### src/rtl/cau_pkg.sv
package cau_pkg;

    localparam int PART_W = 16;
    localparam int FRAC_W = 8;
    localparam int PROD_W = 2 * PART_W;
    localparam int SUM_W  = PROD_W + 1;
    localparam int REM_W  = PROD_W + FRAC_W;
    localparam int QUO_W  = PART_W + 2;
    localparam int CMP_W  = 3 * PART_W + 2;

    typedef enum logic [1:0] {
        CMD_ADD = 2'd0,
        CMD_SUB = 2'd1,
        CMD_MUL = 2'd2,
        CMD_DIV = 2'd3
    } t_cmd;

    typedef struct packed {
        t_cmd                      command;
        logic signed [PART_W-1:0] a_real;
        logic signed [PART_W-1:0] a_imag;
        logic signed [PART_W-1:0] b_real;
        logic signed [PART_W-1:0] b_imag;
    } t_in;

    typedef struct packed {
        logic signed [PART_W-1:0] res_real;
        logic signed [PART_W-1:0] res_imag;
        logic                     overflow;
        logic                     div_zero;
    } t_out;

    // sign/magnitude item moving down the divider stages
    typedef struct packed {
        logic               vld;
        t_cmd               cmd;
        logic               dz;
        logic               neg_re;
        logic               neg_im;
        logic [REM_W-1:0]   rem_re;
        logic [REM_W-1:0]   rem_im;
        logic [PROD_W-1:0]  den;
        logic [QUO_W-1:0]   q_re;
        logic [QUO_W-1:0]   q_im;
    } t_pipe;

endpackage

### src/rtl/cau_div_stage.sv
module cau_div_stage #(
    parameter int K = 0
) (
    input  logic           i_clk,
    input  logic           i_rst_n,
    input  cau_pkg::t_pipe i_pipe,
    output cau_pkg::t_pipe o_pipe
);
    import cau_pkg::*;

    logic [CMP_W-1:0] n_trial, n_rem_re_x, n_rem_im_x;
    logic             n_ge_re, n_ge_im, n_div;
    t_pipe            n_pipe, r_pipe;

    // one restoring step: quotient bit K of both parts
    always_comb begin
        n_div      = (i_pipe.cmd == CMD_DIV);
        n_trial    = CMP_W'(i_pipe.den) << K;
        n_rem_re_x = CMP_W'(i_pipe.rem_re);
        n_rem_im_x = CMP_W'(i_pipe.rem_im);
        n_ge_re    = n_div && (n_rem_re_x >= n_trial);
        n_ge_im    = n_div && (n_rem_im_x >= n_trial);
        n_pipe     = i_pipe;
        if (n_ge_re) begin
            n_pipe.rem_re  = i_pipe.rem_re - n_trial[REM_W-1:0];
            n_pipe.q_re[K] = 1'b1;
        end
        if (n_ge_im) begin
            n_pipe.rem_im  = i_pipe.rem_im - n_trial[REM_W-1:0];
            n_pipe.q_im[K] = 1'b1;
        end
    end

    always_ff @(posedge i_clk) begin
        if (!i_rst_n) begin
            r_pipe.vld <= 1'b0;
        end else begin
            r_pipe.vld <= n_pipe.vld;
        end
        r_pipe.cmd    <= n_pipe.cmd;
        r_pipe.dz     <= n_pipe.dz;
        r_pipe.neg_re <= n_pipe.neg_re;
        r_pipe.neg_im <= n_pipe.neg_im;
        r_pipe.rem_re <= n_pipe.rem_re;
        r_pipe.rem_im <= n_pipe.rem_im;
        r_pipe.den    <= n_pipe.den;
        r_pipe.q_re   <= n_pipe.q_re;
        r_pipe.q_im   <= n_pipe.q_im;
    end

    assign o_pipe = r_pipe;

endmodule

### config.mk
export PLATFORM = sky130hd
export DESIGN_NAME = cau_div_stage
export DESIGN_NICKNAME = d
export VERILOG_FILES = /design/src/rtl/cau_pkg.sv /design/src/rtl/cau_div_stage.sv
export SDC_FILE = /design/constraint.sdc
export NUM_CORES = 1
export LEC_CHECK = 0
export BUFFER_PORTS_ARGS = -buffer_cell sky130_fd_sc_hd__buf_2
export CAP_MARGIN = 20
export CORE_MARGIN = 2
export CORE_UTILIZATION = 49
export CTS_CLUSTER_DIAMETER = 40
export DETAILED_ROUTE_END_ITERATION = 6
export PLACE_DENSITY = 0.81
export RECOVER_POWER = 50
export SLEW_MARGIN = 10
export SYNTH_ARGS = -nofsm -noshare
export SYNTH_HDL_FRONTEND = slang
export SYNTH_SLANG_ARGS = --single-unit
### constraint.sdc
create_clock -name i_clk -period 3.4 [get_ports i_clk]
set_input_delay 0.17 -clock i_clk [delete_from_list [all_inputs] [get_ports i_clk]]
set_output_delay 0.17 -clock i_clk [all_outputs]
set_load 0.05 [all_outputs]
# Word level (Yosys, flattened, before mapping)
# Cells that the tools add are included.
[totals] out_inout_bits=154 ff_bits=154 elab_cells=21 inputBits=156
[classes] eq_ne=1 n_mux=2 order_cmp=2 add_sub_neg=2 reduce_logical=2
[ops] op="$ge 40x32->1" count=2
[ops] op="$mux 40" count=2
[ops] op="$sub 40x32->40" count=2
[ops] op="$eq 2x2->1 const B" count=1
[ops] op="$logic_and 1x1->1" count=2

# Logic depth before layout (Yosys ltp)
[logic_depth] ltp_word=3 mapped_depth=14 ltp_nobuf=13

# Least setup slack after synthesis
# OpenSTA, ideal clock, no wires.
[synth_path] path_kind="input-to-reg" startpoint="in i_pipe[108] (netlist name)" endpoint="reg r_pipe (netlist bit o_pipe[130])" stages=12 t_arrival_ps=2451 path_slack_ps=828 setup_time_ps=121 n_path_buf=0 required_time_ps=3279 path_cell_list="inv_1 > ha_1 > inv_1 > fa_1 > a211oi_1 > o21ai_0 > a22oi_1 > a21oi_1 > a21o_1 > a221o_1 > xor2_1 > mux2_2"
[synth_rtl] item="from (decl)" line_no="cau_div_stage.sv:6" text="input cau_pkg::t_pipe i_pipe,"
[synth_rtl] item="to (decl)" line_no="cau_div_stage.sv:13" text="t_pipe n_pipe, r_pipe;"

==> results_dict.tcl <==
set metrics [dict create \
    status "finished clean" \
    cts_buffers 17 \
    hold_viol 0 \
    synth_edf_count 0 \
    grt-ovfl-total 0 \
    hold_slack_ns 0.01439 \
    p_seq_frac 0.354 \
    synthCells 870 \
    syn_nets 1092 \
    power-per-cell-area_nw_per_um2 503.9 \
    fin_tns_setup_ns 0 \
    finalSetupViolCount 0 \
    yosys_warnings 0 \
    ys_ff_latch 154 \
    synth.top_cell.area_share 0.3974 \
    drt-pass1-iter-count 7 \
    via_per_inst 5.521 \
    final_core_util 0.7303 \
    routedWlPerCell_um 18.63 \
    nets 1522 \
    relSlewSlack 0.5334 \
    synthFlopType "dfxtp_1" \
    timing.final.crit_share 0.9593 \
    grt_pass1_wl_um 42590 \
    htreeDepth 4 \
    crit_family "compound AO/OA/AOI/OAI gates" \
    clockBufferDepth 2 \
    max_freq_ghz 0.3066 \
    power_mw 5.636 \
    switching_power_mw 2.072 \
    endpoint_kind "flip-flop" \
    grt_use_total 0.3296 \
    core_area_sq_um 15310 \
    critPathBufInv 6 \
    path_cells "dlygate4sd3_1 -> buf_2 -> inv_1 -> ha_1 -> inv_1 -> fa_1 -> a21o_1 -> a211oi_1 -> o21ai_0 -> nand3_1 -> a31oi_1 -> o21ai_4 -> buf_6 -> buf_4 -> o21ai_0" \
    die_y_um 129.8 \
    row_count 45 \
    fillers 1124 \
    async_reset_ff_frac 0 \
    synth_cell_types 61 \
    globalplace.congestion 0.9013 \
    die_x_um 129.8 \
    routed_wl_um 28440 \
    cts_tree "done" \
    ant_nets 0 \
    cp.arrival_ns 3.55 \
    p_comb_frac 0.316 \
    grt_pass1_vias 8175 \
    start_util 0.5066 \
    cpPeakStageDelay_ns 0.54 \
    hp-class "input pin to flip-flop" \
    ys_top_cells_by_area "dfxtp_1 (40%), ha_1 (10%), xnor2_1 (5.4%), a21oi_1 (5.3%), nand2_1 (3.8%)" \
    synth-simple-area-share 0.1432 \
    vias 8431 \
    clk_pin_slew_ns 0.06 \
    clock-root-buffer "clkbuf_16" \
    postSynthAreaPerCell_sq_um 8.918 \
    synth_xor_area_frac 0.08015 \
    start_kind "input pin" \
    drt-initial-drc-count 664 \
    port_buffers 309 \
    slew_violations 0 \
    grt_antenna_before_repair 4 \
    largest_reg_flops 154 \
    p_int_mw 3.564 \
    synth_top_family_by_area "compound AO/OA/AOI/OAI gates" \
    layout-drive-gt1-share 0.1988 \
    clock-sinks 154 \
    dp_hpwl_um 18600 \
    yosysTopAreaCell "dfxtp_1" \
    grt_start_max_net_pins 39 \
    ir_worst_vdd_mv 0.3458 \
    dieArea_sq_um 16860 \
    tightest_slew_ns 0.7030 \
    ys_seq_area_frac 0.3974 \
    pwr-share-clk 0.329 \
    synth-compound-area-share 0.2129 \
    postCtsSetupBuffers 0 \
    drv_cap 0 \
    syn-cell-area_sq_um 7759 \
    num_io_pins 310 \
    rsz0062_at_grt "no" \
    synth_mux_area_frac 0.01887 \
    cp_data_required_time_ns 3.69 \
    area_growth_pct 44.15 \
    critical_path_class "input pin to flip-flop" \
    fin_crit_ns 3.262 \
    drcViolationCount 0 \
    p_leak_nw 5.110 \
    synthAdderAreaFrac 0.1084 \
    sw_frac_of_total 0.3676 \
    cp_slowest_cell "dlygate4sd3_1" \
    path_max_fanout 31 \
]
-- worst paths after layout --
path | start | endpoint | slack [ns] | cells past startpoint
worst min-delay path | i_pipe[133] | o_pipe[133] | 0.01 | 3
worst max-delay path | i_pipe[68] | o_pipe[92] | 0.14 | 15
-- per-layer routing --
layer	global-route usage	wire length, um	up-vias
met4	0.2062	1644	4
met5	0	20	-
met2	0.5537	13640	485
met3	0.07872	2266	128
met1	0.3787	10870	3858
li1	-	-	3956
-- stage by stage --
stage / std cells / setup slack, ns / cell area [sq um]
6_report: 1527 / 0.1383 / 11180
2_1_floorplan: 870 / 0.8282 / 7759
3_5_place_dp: 1367 / 0.3752 / 9498
5_1_grt: 1525 / 0.01795 / 11180
4_1_cts: 1524 / 0.2298 / 11320
3_3_place_gp: 1367 / 0.4315 / 9498
-- synth_stat cells, types with 3 or more instances --
library cell,count
dfxtp_1,154
a21oi_1,82
nand2_1,78
ha_1,64
o21ai_0,58
nor2_1,53
inv_1,49
xnor2_1,48
a21o_1,32
xor2_1,23
nand3_1,21
nor3_1,17
clkbuf_1,16
mux2_2,13
nand4_1,13
buf_2,12
o21bai_1,11
a211oi_1,8
nor2b_1,8
o21a_1,8
or3_1,8
nand2b_1,7
o21ai_1,7
a31oi_1,6
a31o_2,5
and3_1,5
o211ai_1,5
o31ai_1,5
and2_1,4
a221oi_1,3
nor4_1,3
o2111ai_1,3
or2_2,3
-- power groups by stage --
stage	Sequential [mW]	Clock [mW]	Combinational [mW]
final	2.00	1.85	1.78
after global routing	2.01	1.95	1.89
after CTS	1.99	1.86	1.76
after detailed placement	2.03	0	1.63
after global placement	2.02	0	1.62
after floorplan	2.55	0	0.686
-- timing repair --
action | 4_1_cts | 5_1_grt
resized for setup | 0 | 1
setup endpoints to repair | 0 | 5
hold endpoints to repair | 124 | 0
hold buffers | 125 | 0
-- layout make-up --
class / count / area [sq um] / share of cell area
Clock buffer: 18 / 429.2 / 0.03837
Sequential cell: 154 / 3083 / 0.2756
Timing Repair Buffer: 439 / 2695 / 0.2410
Tap cell: 211 / 264.0 / 0.02360
Inverter: 49 / 183.9 / 0.01644
Multi-Input combinational cell: 639 / 4383 / 0.3919
Antenna cell: 3 / 7.507 / 0.0006712
Clock inverter: 14 / 138.9 / 0.01242
-- placed cells by master (no fill, tap or decap), types with 5 or more instances in the layout --
master	n
clkinvlp_4	5
inv_1	49
buf_2	194
a211oi_1	8
a21oi_1	82
o211ai_1	5
nor3_1	17
nand2b_1	7
clkbuf_16	17
dfxtp_1	154
clkbuf_1	116
o21a_1	8
mux2_2	13
or3_1	8
nand2_1	78
a31oi_1	6
o21ai_0	58
nand3_1	21
nor2_1	53
o31ai_1	5
nor2b_1	8
o21bai_1	11
a31o_2	5
a21o_1	32
dlygate4sd3_1	125
and3_1	5
nand4_1	13
xnor2_1	48
ha_1	64
o21ai_1	6
xor2_1	23
-- kinds of logic (layout without fill, tap and decap cells) --
group                      Yosys count  count (layout)
xor gates and xnor gates            71              71
and+or+nand+nor                    233             233
buffers and inverters               77             520
other                                0               3
DFF                                154             154
muxes                               13              13
adders and majority gates           66              66
AOI/OAI and AO/OA                  256             256
Note: power is estimated with default switching activity, not from simulation.
