File: src/rtl/cau_pkg.sv
package cau_pkg;

    localparam int PART_W = 16;
    localparam int FRAC_W = 8;
    localparam int PROD_W = 2 * PART_W;
    localparam int SUM_W  = PROD_W + 1;
    localparam int REM_W  = PROD_W + FRAC_W;
    localparam int QUO_W  = PART_W + 2;
    localparam int CMP_W  = 3 * PART_W + 2;

    typedef enum logic [1:0] {
        CMD_ADD = 2'd0,
        CMD_SUB = 2'd1,
        CMD_MUL = 2'd2,
        CMD_DIV = 2'd3
    } t_cmd;

    typedef struct packed {
        t_cmd                      command;
        logic signed [PART_W-1:0] a_real;
        logic signed [PART_W-1:0] a_imag;
        logic signed [PART_W-1:0] b_real;
        logic signed [PART_W-1:0] b_imag;
    } t_in;

    typedef struct packed {
        logic signed [PART_W-1:0] res_real;
        logic signed [PART_W-1:0] res_imag;
        logic                     overflow;
        logic                     div_zero;
    } t_out;

    // sign/magnitude item moving down the divider stages
    typedef struct packed {
        logic               vld;
        t_cmd               cmd;
        logic               dz;
        logic               neg_re;
        logic               neg_im;
        logic [REM_W-1:0]   rem_re;
        logic [REM_W-1:0]   rem_im;
        logic [PROD_W-1:0]  den;
        logic [QUO_W-1:0]   q_re;
        logic [QUO_W-1:0]   q_im;
    } t_pipe;

endpackage

File: src/rtl/cau_front.sv
module cau_front (
    input  logic          i_clk,
    input  logic          i_rst_n,
    input  logic          i_vld,
    input  cau_pkg::t_in  i_item,
    output cau_pkg::t_pipe o_pipe
);
    import cau_pkg::*;

    // stage A: products and plain sums
    logic                     r_a_vld;
    t_cmd                     r_a_cmd;
    logic signed [PROD_W-1:0] r_p0, r_p1, r_p2, r_p3, r_sq0, r_sq1;
    logic signed [PART_W:0]   r_s_re, r_s_im;

    always_ff @(posedge i_clk) begin
        if (!i_rst_n) begin
            r_a_vld <= 1'b0;
        end else begin
            r_a_vld <= i_vld;
        end
    end

    always_ff @(posedge i_clk) begin
        r_a_cmd <= i_item.command;
        r_p0    <= i_item.a_real * i_item.b_real;
        r_p1    <= i_item.a_imag * i_item.b_imag;
        r_p2    <= i_item.a_imag * i_item.b_real;
        r_p3    <= i_item.a_real * i_item.b_imag;
        r_sq0   <= i_item.b_real * i_item.b_real;
        r_sq1   <= i_item.b_imag * i_item.b_imag;
        if (i_item.command == CMD_SUB) begin
            r_s_re <= {i_item.a_real[PART_W-1], i_item.a_real}
                    - {i_item.b_real[PART_W-1], i_item.b_real};
            r_s_im <= {i_item.a_imag[PART_W-1], i_item.a_imag}
                    - {i_item.b_imag[PART_W-1], i_item.b_imag};
        end else begin
            r_s_re <= {i_item.a_real[PART_W-1], i_item.a_real}
                    + {i_item.b_real[PART_W-1], i_item.b_real};
            r_s_im <= {i_item.a_imag[PART_W-1], i_item.a_imag}
                    + {i_item.b_imag[PART_W-1], i_item.b_imag};
        end
    end

    // stage B: combine, convert to sign/magnitude
    logic signed [SUM_W-1:0] n_v_re, n_v_im;
    logic [SUM_W-1:0]        n_abs_re, n_abs_im;
    logic [PROD_W-1:0]       n_mag_re, n_mag_im, n_den;
    t_pipe                   n_pipe, r_pipe;

    always_comb begin
        case (r_a_cmd)
            CMD_MUL: begin
                n_v_re = SUM_W'(r_p0) - SUM_W'(r_p1);
                n_v_im = SUM_W'(r_p2) + SUM_W'(r_p3);
            end
            CMD_DIV: begin
                n_v_re = SUM_W'(r_p0) + SUM_W'(r_p1);
                n_v_im = SUM_W'(r_p2) - SUM_W'(r_p3);
            end
            default: begin
                n_v_re = SUM_W'(r_s_re);
                n_v_im = SUM_W'(r_s_im);
            end
        endcase
        n_abs_re = n_v_re[SUM_W-1] ? SUM_W'(-n_v_re) : SUM_W'(n_v_re);
        n_abs_im = n_v_im[SUM_W-1] ? SUM_W'(-n_v_im) : SUM_W'(n_v_im);
        n_mag_re = n_abs_re[PROD_W-1:0];
        n_mag_im = n_abs_im[PROD_W-1:0];
        n_den    = r_sq0[PROD_W-1:0] + r_sq1[PROD_W-1:0];

        n_pipe        = '0;
        n_pipe.vld    = r_a_vld;
        n_pipe.cmd    = r_a_cmd;
        n_pipe.neg_re = n_v_re[SUM_W-1];
        n_pipe.neg_im = n_v_im[SUM_W-1];
        n_pipe.den    = n_den;
        n_pipe.dz     = (r_a_cmd == CMD_DIV) && (n_den == '0);
        case (r_a_cmd)
            CMD_MUL: begin
                // magnitude truncation drops fraction toward zero
                n_pipe.rem_re = REM_W'(n_mag_re >> FRAC_W);
                n_pipe.rem_im = REM_W'(n_mag_im >> FRAC_W);
            end
            CMD_DIV: begin
                n_pipe.rem_re = REM_W'(n_mag_re) << FRAC_W;
                n_pipe.rem_im = REM_W'(n_mag_im) << FRAC_W;
            end
            default: begin
                n_pipe.rem_re = REM_W'(n_mag_re);
                n_pipe.rem_im = REM_W'(n_mag_im);
            end
        endcase
    end

    always_ff @(posedge i_clk) begin
        if (!i_rst_n) begin
            r_pipe.vld <= 1'b0;
        end else begin
            r_pipe.vld <= n_pipe.vld;
        end
        r_pipe.cmd    <= n_pipe.cmd;
        r_pipe.dz     <= n_pipe.dz;
        r_pipe.neg_re <= n_pipe.neg_re;
        r_pipe.neg_im <= n_pipe.neg_im;
        r_pipe.rem_re <= n_pipe.rem_re;
        r_pipe.rem_im <= n_pipe.rem_im;
        r_pipe.den    <= n_pipe.den;
        r_pipe.q_re   <= n_pipe.q_re;
        r_pipe.q_im   <= n_pipe.q_im;
    end

    assign o_pipe = r_pipe;

endmodule

File: config.mk
export PLATFORM = sky130hd
export DESIGN_NAME = cau_front
export DESIGN_NICKNAME = d
export VERILOG_FILES = /design/src/rtl/cau_pkg.sv /design/src/rtl/cau_front.sv
export SDC_FILE = /design/constraint.sdc
export NUM_CORES = 2
export LEC_CHECK = 0
export BUFFER_PORTS_ARGS = -buffer_cell sky130_fd_sc_hd__buf_2
export CAP_MARGIN = 20
export CORE_ASPECT_RATIO = 0.8
export CORE_UTILIZATION = 27
export DETAILED_ROUTE_END_ITERATION = 8
export PLACE_DENSITY = 0.41
export SETUP_SLACK_MARGIN = 0.05
export SLEW_MARGIN = 15
export SYNTH_ARGS = -nofsm -noshare
export SYNTH_HDL_FRONTEND = slang
export SYNTH_SLANG_ARGS = --single-unit
File: constraint.sdc
create_clock -name i_clk -period 24.5 [get_ports i_clk]
set_input_delay 3.675 -clock i_clk [delete_from_list [all_inputs] [get_ports i_clk]]
set_output_delay 3.675 -clock i_clk [all_outputs]
set_load 0.005 [all_outputs]
---- Word level (Yosys, flattened, before mapping) ----
Cells that the tools add are included.
cells by class
  add/subtract/negate cells ............... 11
  reduce and logical (&&, ||, !) cells .... 2
  multipliers ............................. 6
  equality and inequality tests ........... 3
  multiplexer cells ....................... 7
operator list
  kind                                                             count
  16-bit by 16-bit multiplier with 32-bit output                   6
  80-bit case mux with 2 select lines                              1
  33-bit case mux with 2 select lines                              2
  32-bit by 32-bit adder with 33-bit output                        2
  32-bit by 32-bit subtractor with 33-bit output                   2
  32-bit 2-to-1 mux                                                2
  32-bit negator                                                   2
  16-bit by 16-bit adder with 17-bit output                        2
  17-bit 2-to-1 mux                                                2
  16-bit by 16-bit subtractor with 17-bit output                   2
  32-bit adder                                                     1
  32-bit logical NOT                                               1
  2-bit == test, second input constant                             2
  2-bit by 1-bit == test with 1-bit output, second input constant  1
  1-bit logical AND                                                1
storage, ports and cells
  logic and storage cells ................. 47
  output and inout bits ................... 154
  register bits after elaboration ......... 347
  input bits .............................. 69

---- Logic depth before layout (Yosys ltp) ----
  depth in word-level cells ............... 5
  gate-level depth with buffers ........... 29
  mapped depth without buffers ............ 27

---- Least setup slack after synthesis ----
OpenSTA, ideal clock, no wires.
  kind .................................... input-to-reg
  start ................................... in i_item[15] (netlist bit)
  end ..................................... reg r_sq1[31]
  path slack .............................. 14193 ps
  library setup time ...................... 72 ps
  stages .................................. 24
  buffers on the path ..................... 3
  arrival ................................. 10235 ps
  data required time ...................... 24428 ps
  cell sequence ........................... clkbuf_1 > inv_1 > clkbuf_1 > buf_1 > nor2_1 > fa_1 > fa_1 > fa_1 > fa_1 > fa_1 > inv_1 > fa_1 > inv_1 > ha_1 > and3_1 > and4_1 > o31ai_1 > a32oi_1 > a221oi_1 > o21ai_0 > o41a_1 > a21o_1 > a21oi_1 > xnor2_1
between the ends
  longest elaborated chain between the ends .. 1
ends and longest elaborated chain
  item                                            RTL line         text
  start, declared                                 cau_front.sv:5   input cau_pkg::t_in i_item,
  16-bit by 16-bit multiplier with 32-bit output  cau_front.sv:31  r_sq1 <= i_item.b_imag * i_item.b_imag;
  end signal, assigned                            cau_front.sv:31
  end, declared                                   cau_front.sv:13  logic signed [PROD_W-1:0] r_p0, r_p1, r_p2, r_p3, r_sq0, r_sq1;
No other way between the ends.
A chain may end at the register's enable or synchronous reset.

---- Final worst setup path ----
  start ................................... in i_item[17] (netlist bit)
  end ..................................... reg r_p0[30]
between the ends
  longest elaborated chain between the ends .. 1
ends and longest elaborated chain
  item                                            RTL line         text
  16-bit by 16-bit multiplier with 32-bit output  cau_front.sv:26  r_p0 <= i_item.a_real * i_item.b_real;
  end signal, assigned                            cau_front.sv:26
  end, declared                                   cau_front.sv:13
No other way between the ends.

==> results by group <==
Critical path
  – Worst path max stage delay: 0.60 ns
  – Slowest cell on crit path: buf_2
  – Worst-path fanout max: 26
  – Crit Path Category: in -> reg
  – FF-to-FF setup slack: 17.59 ns
  – CP startpoint kind: primary input
  – Critical path, cell by cell: buf_2 -> buf_4 -> nand2_1 -> fa_1 -> fa_1 -> fa_1 -> inv_1 -> fa_1 -> fa_1 -> inv_1 -> fa_1 -> inv_1 -> ha_1 -> or4_1 -> a311oi_1 -> nor3_1 -> o41ai_1 -> o21ai_0 -> or3b_1 -> a31o_2 -> a21oi_1 -> xnor2_1
  – Worst r2r path cells: 19
  – Worst path required time: 24.99 ns
  – Setup crit end kind: flip-flop
  – Crit-path most repeated cell: fa_1
  – Worst reg2reg startpoint: r_a_cmd[1]$_DFF_P_
  – Crit path DAT: 11.81 ns
  – Reg2reg end: o_pipe[120]$_DFF_P_

Final layout
  – Fin nets: 10.6k
  – Footprint of the multi-input gates: 60,200 um^2
  – Layout cell share with drive strength beyond 1: 4.96%
  – Fillers: 29.6k
  – Commonest non-fill, non-tap cell in the layout: inv_1
  – Most frequent cells in the layout: inv_1, fa_1, nand2_1
  – Syn-to-layout area delta: 8.16%
  – Seq. cell area: 6910 um^2

Placement
  – GP Congestion: 0.895
  – Post-DP HPWL: 205 mm
  – I/O Buffers: 186

Yosys
  – Top_reg_cell synth: dfxtp_1
  – Seq/Total Area, Yosys: 9.15%
  – Syn Inst Count: 8,414
  – Number of synthesized register bits: 345
  – Post-synth ARST share: 0%
  – Library cells used by synthesis: 102
  – Yosys warns: 0
  – Avg Cell Area, Syn: 8.97 um^2
  – Syn Std Cell Area: 75,500 um^2
  – Number of synthesized flops with an enable pin: 0

Floorplanning
  – I/O Pins: 223
  – Total die area: 282,000 um^2
  – Die H: 475 um
  – Chip Width: 593 um
  – Core Region: 278,000 um^2
  – FP Rows: 173
  – Initial core utilization: 27.2%

CTS
  – Clock H-tree levels: 2
  – Clock Tree Root: clkbuf_16
  – CTS tree: yes
  – Hold buffers post-CTS: 0
  – Clock slew seen by the registers of the worst setup and hold paths: 0.06 ns
  – Clock Sinks: 345
  – Max clock buf depth: 3
  – CTS resizes: 0
  – Setup bufs post-CTS: 0
  – Clock Latency Late Sink: 0.68 ns
  – CTS buffer count: 41

GRT
  – Largest net degree at the start of global routing: 55
  – GRT Total Usage: 18.3%
  – Initial antenna violation count: 32
  – GRT overflow: 0
  – First-pass GRT wire length: 384 mm
  – Vias in the first global route: 58.1k

STA
  – FMAX: 88.3 MHz
  – Max Slew Vio Count: 0
  – Setup tns final: 0 ns
  – Fin. Hold Viols: 0
  – Slew @ Worst Pin: 1.26 ns
  – WHS: 0.443 ns
  – Final period util: 46.2%
  – Worst clock skew: 0.0609 ns
  – RSZ-0062 raised after global routing: false
  – Final min period: 11.33 ns
  – Slew HR: 15.1%
  – Final setup vio count: 0

Route
  – # DRC: 0
  – Post-DR vias/cell: 4.56
  – WL final: 253 mm
  – Via count: 55.2k
  – Post-route ant nets: 0
  – Routed len/inst: 20.9 um
  – First DRT Iteration DRCs: 3,406
  – TritonRoute pass-1 iters: 7

Hold path
  – Hold path cells: 1
  – Min-Delay Path Class: reg -> reg
  – Hold endpoint: o_pipe[153]$_SDFF_PN0_
  – Hold path start: r_a_vld$_SDFF_PN0_

Run
  – Max cap viols: 0

Run status
  – Status: finished clean
==> cells in the mapped netlist (131+ instances only) <==
library cell	count	share of area, %
fa_1	1518	40
xor2_1	132	1.5
a21o_1	131	1.3
clkbuf_1	306	1.5
ha_1	659	11
nor2_1	429	2.1
o21ai_0	135	0.90
a21oi_1	266	1.8
nand2_1	799	4.0
and2_1	529	4.4
dfxtp_1	345	9.1
inv_1	1858	9.2
xnor2_1	336	3.9
==> through the flow <==
| stage | util (%) | cell area, um^2 | worst slack, ns | instances |
|---|---|---|---|---|
| detailed placement | 28.9 | 80300 | 12.52 | 12021 |
| finish | 29.4 | 81600 | 13.17 | 12103 |
| global placement | 28.9 | 80300 | 12.54 | 12021 |
| CTS | 29.4 | 81600 | 13.21 | 12095 |
| global route | 29.4 | 81600 | 12.83 | 12097 |
| floorplan | - | 75600 | 14.19 | 8449 |
==> flip-flops by register name, indices dropped and copies added, names as in the netlist, 2 cells and up <==
register / cells
o_pipe: 118
r_a_cmd: 2
r_p0: 32
r_p1: 32
r_p2: 32
r_p3: 32
r_s_im: 17
r_s_re: 17
r_sq0: 31
r_sq1: 31
==> layer usage <==
layer / GRT usage [%] / part of all wire, % / vias to the layer above
met5: 0 / 0.047 / -
met4: 2.70 / 1.6 / 20
met3: 3.56 / 6.4 / 173
met2: 26.2 / 40 / 1416
met1: 28.3 / 52 / 28105
li1: - / - / 25508
==> kinds of logic after synthesis <==
family,count (synthesis),share of synthesized area [%]
other cells,1,0.00497
fa+ha+maj,2177,51.2
xor+xnor,468,5.43
buf+inv,2247,11.4
compound gates,957,8.44
mux,28,0.385
simple gates,2191,14.0
flops,345,9.15
==> critical path, delay by kind of cell <==
family / cells / cell delay (ns)
AND/OR/NAND/NOR: 4 / 1.30
adder cells (fa/ha/maj): 7 / 3.35
XOR/XNOR: 1 / 0.28
buffers and inverters: 5 / 1.26
AO/OA/AOI/OAI: 5 / 1.86
==> final cells by class <==
class / instances / share of cell area [%]
clock buffers: 51 / 1.36
multi-input cells: 5857 / 73.7
diodes: 6 / 0.0184
inverters: 1872 / 8.61
flip-flops and latches: 345 / 8.46
well taps: 3675 / 5.63
repair buffers: 274 / 1.95
clock inverters: 23 / 0.296
==> how the worst max path moves through the flow <==
| stage | endpoint | start | cells after the start | slack (ns) |
|---|---|---|---|---|
| after CTS | r_p0[30]$_DFF_P_ | i_item[21] | 24 | 13.21 |
| final | r_p0[30]$_DFF_P_ | i_item[17] | 22 | 13.17 |
| after global placement | r_p0[30]$_DFF_P_ | i_item[21] | 23 | 12.54 |
| after floorplan | r_sq1[31]$_DFF_P_ | i_item[15] | 24 | 14.19 |
| after detailed placement | r_p0[30]$_DFF_P_ | i_item[17] | 22 | 12.52 |
| after global routing | r_p0[30]$_DFF_P_ | i_item[17] | 22 | 12.83 |
Power is not shown: default switching activity piles up to over one toggle a cycle in this logic, so the estimate is an artifact.
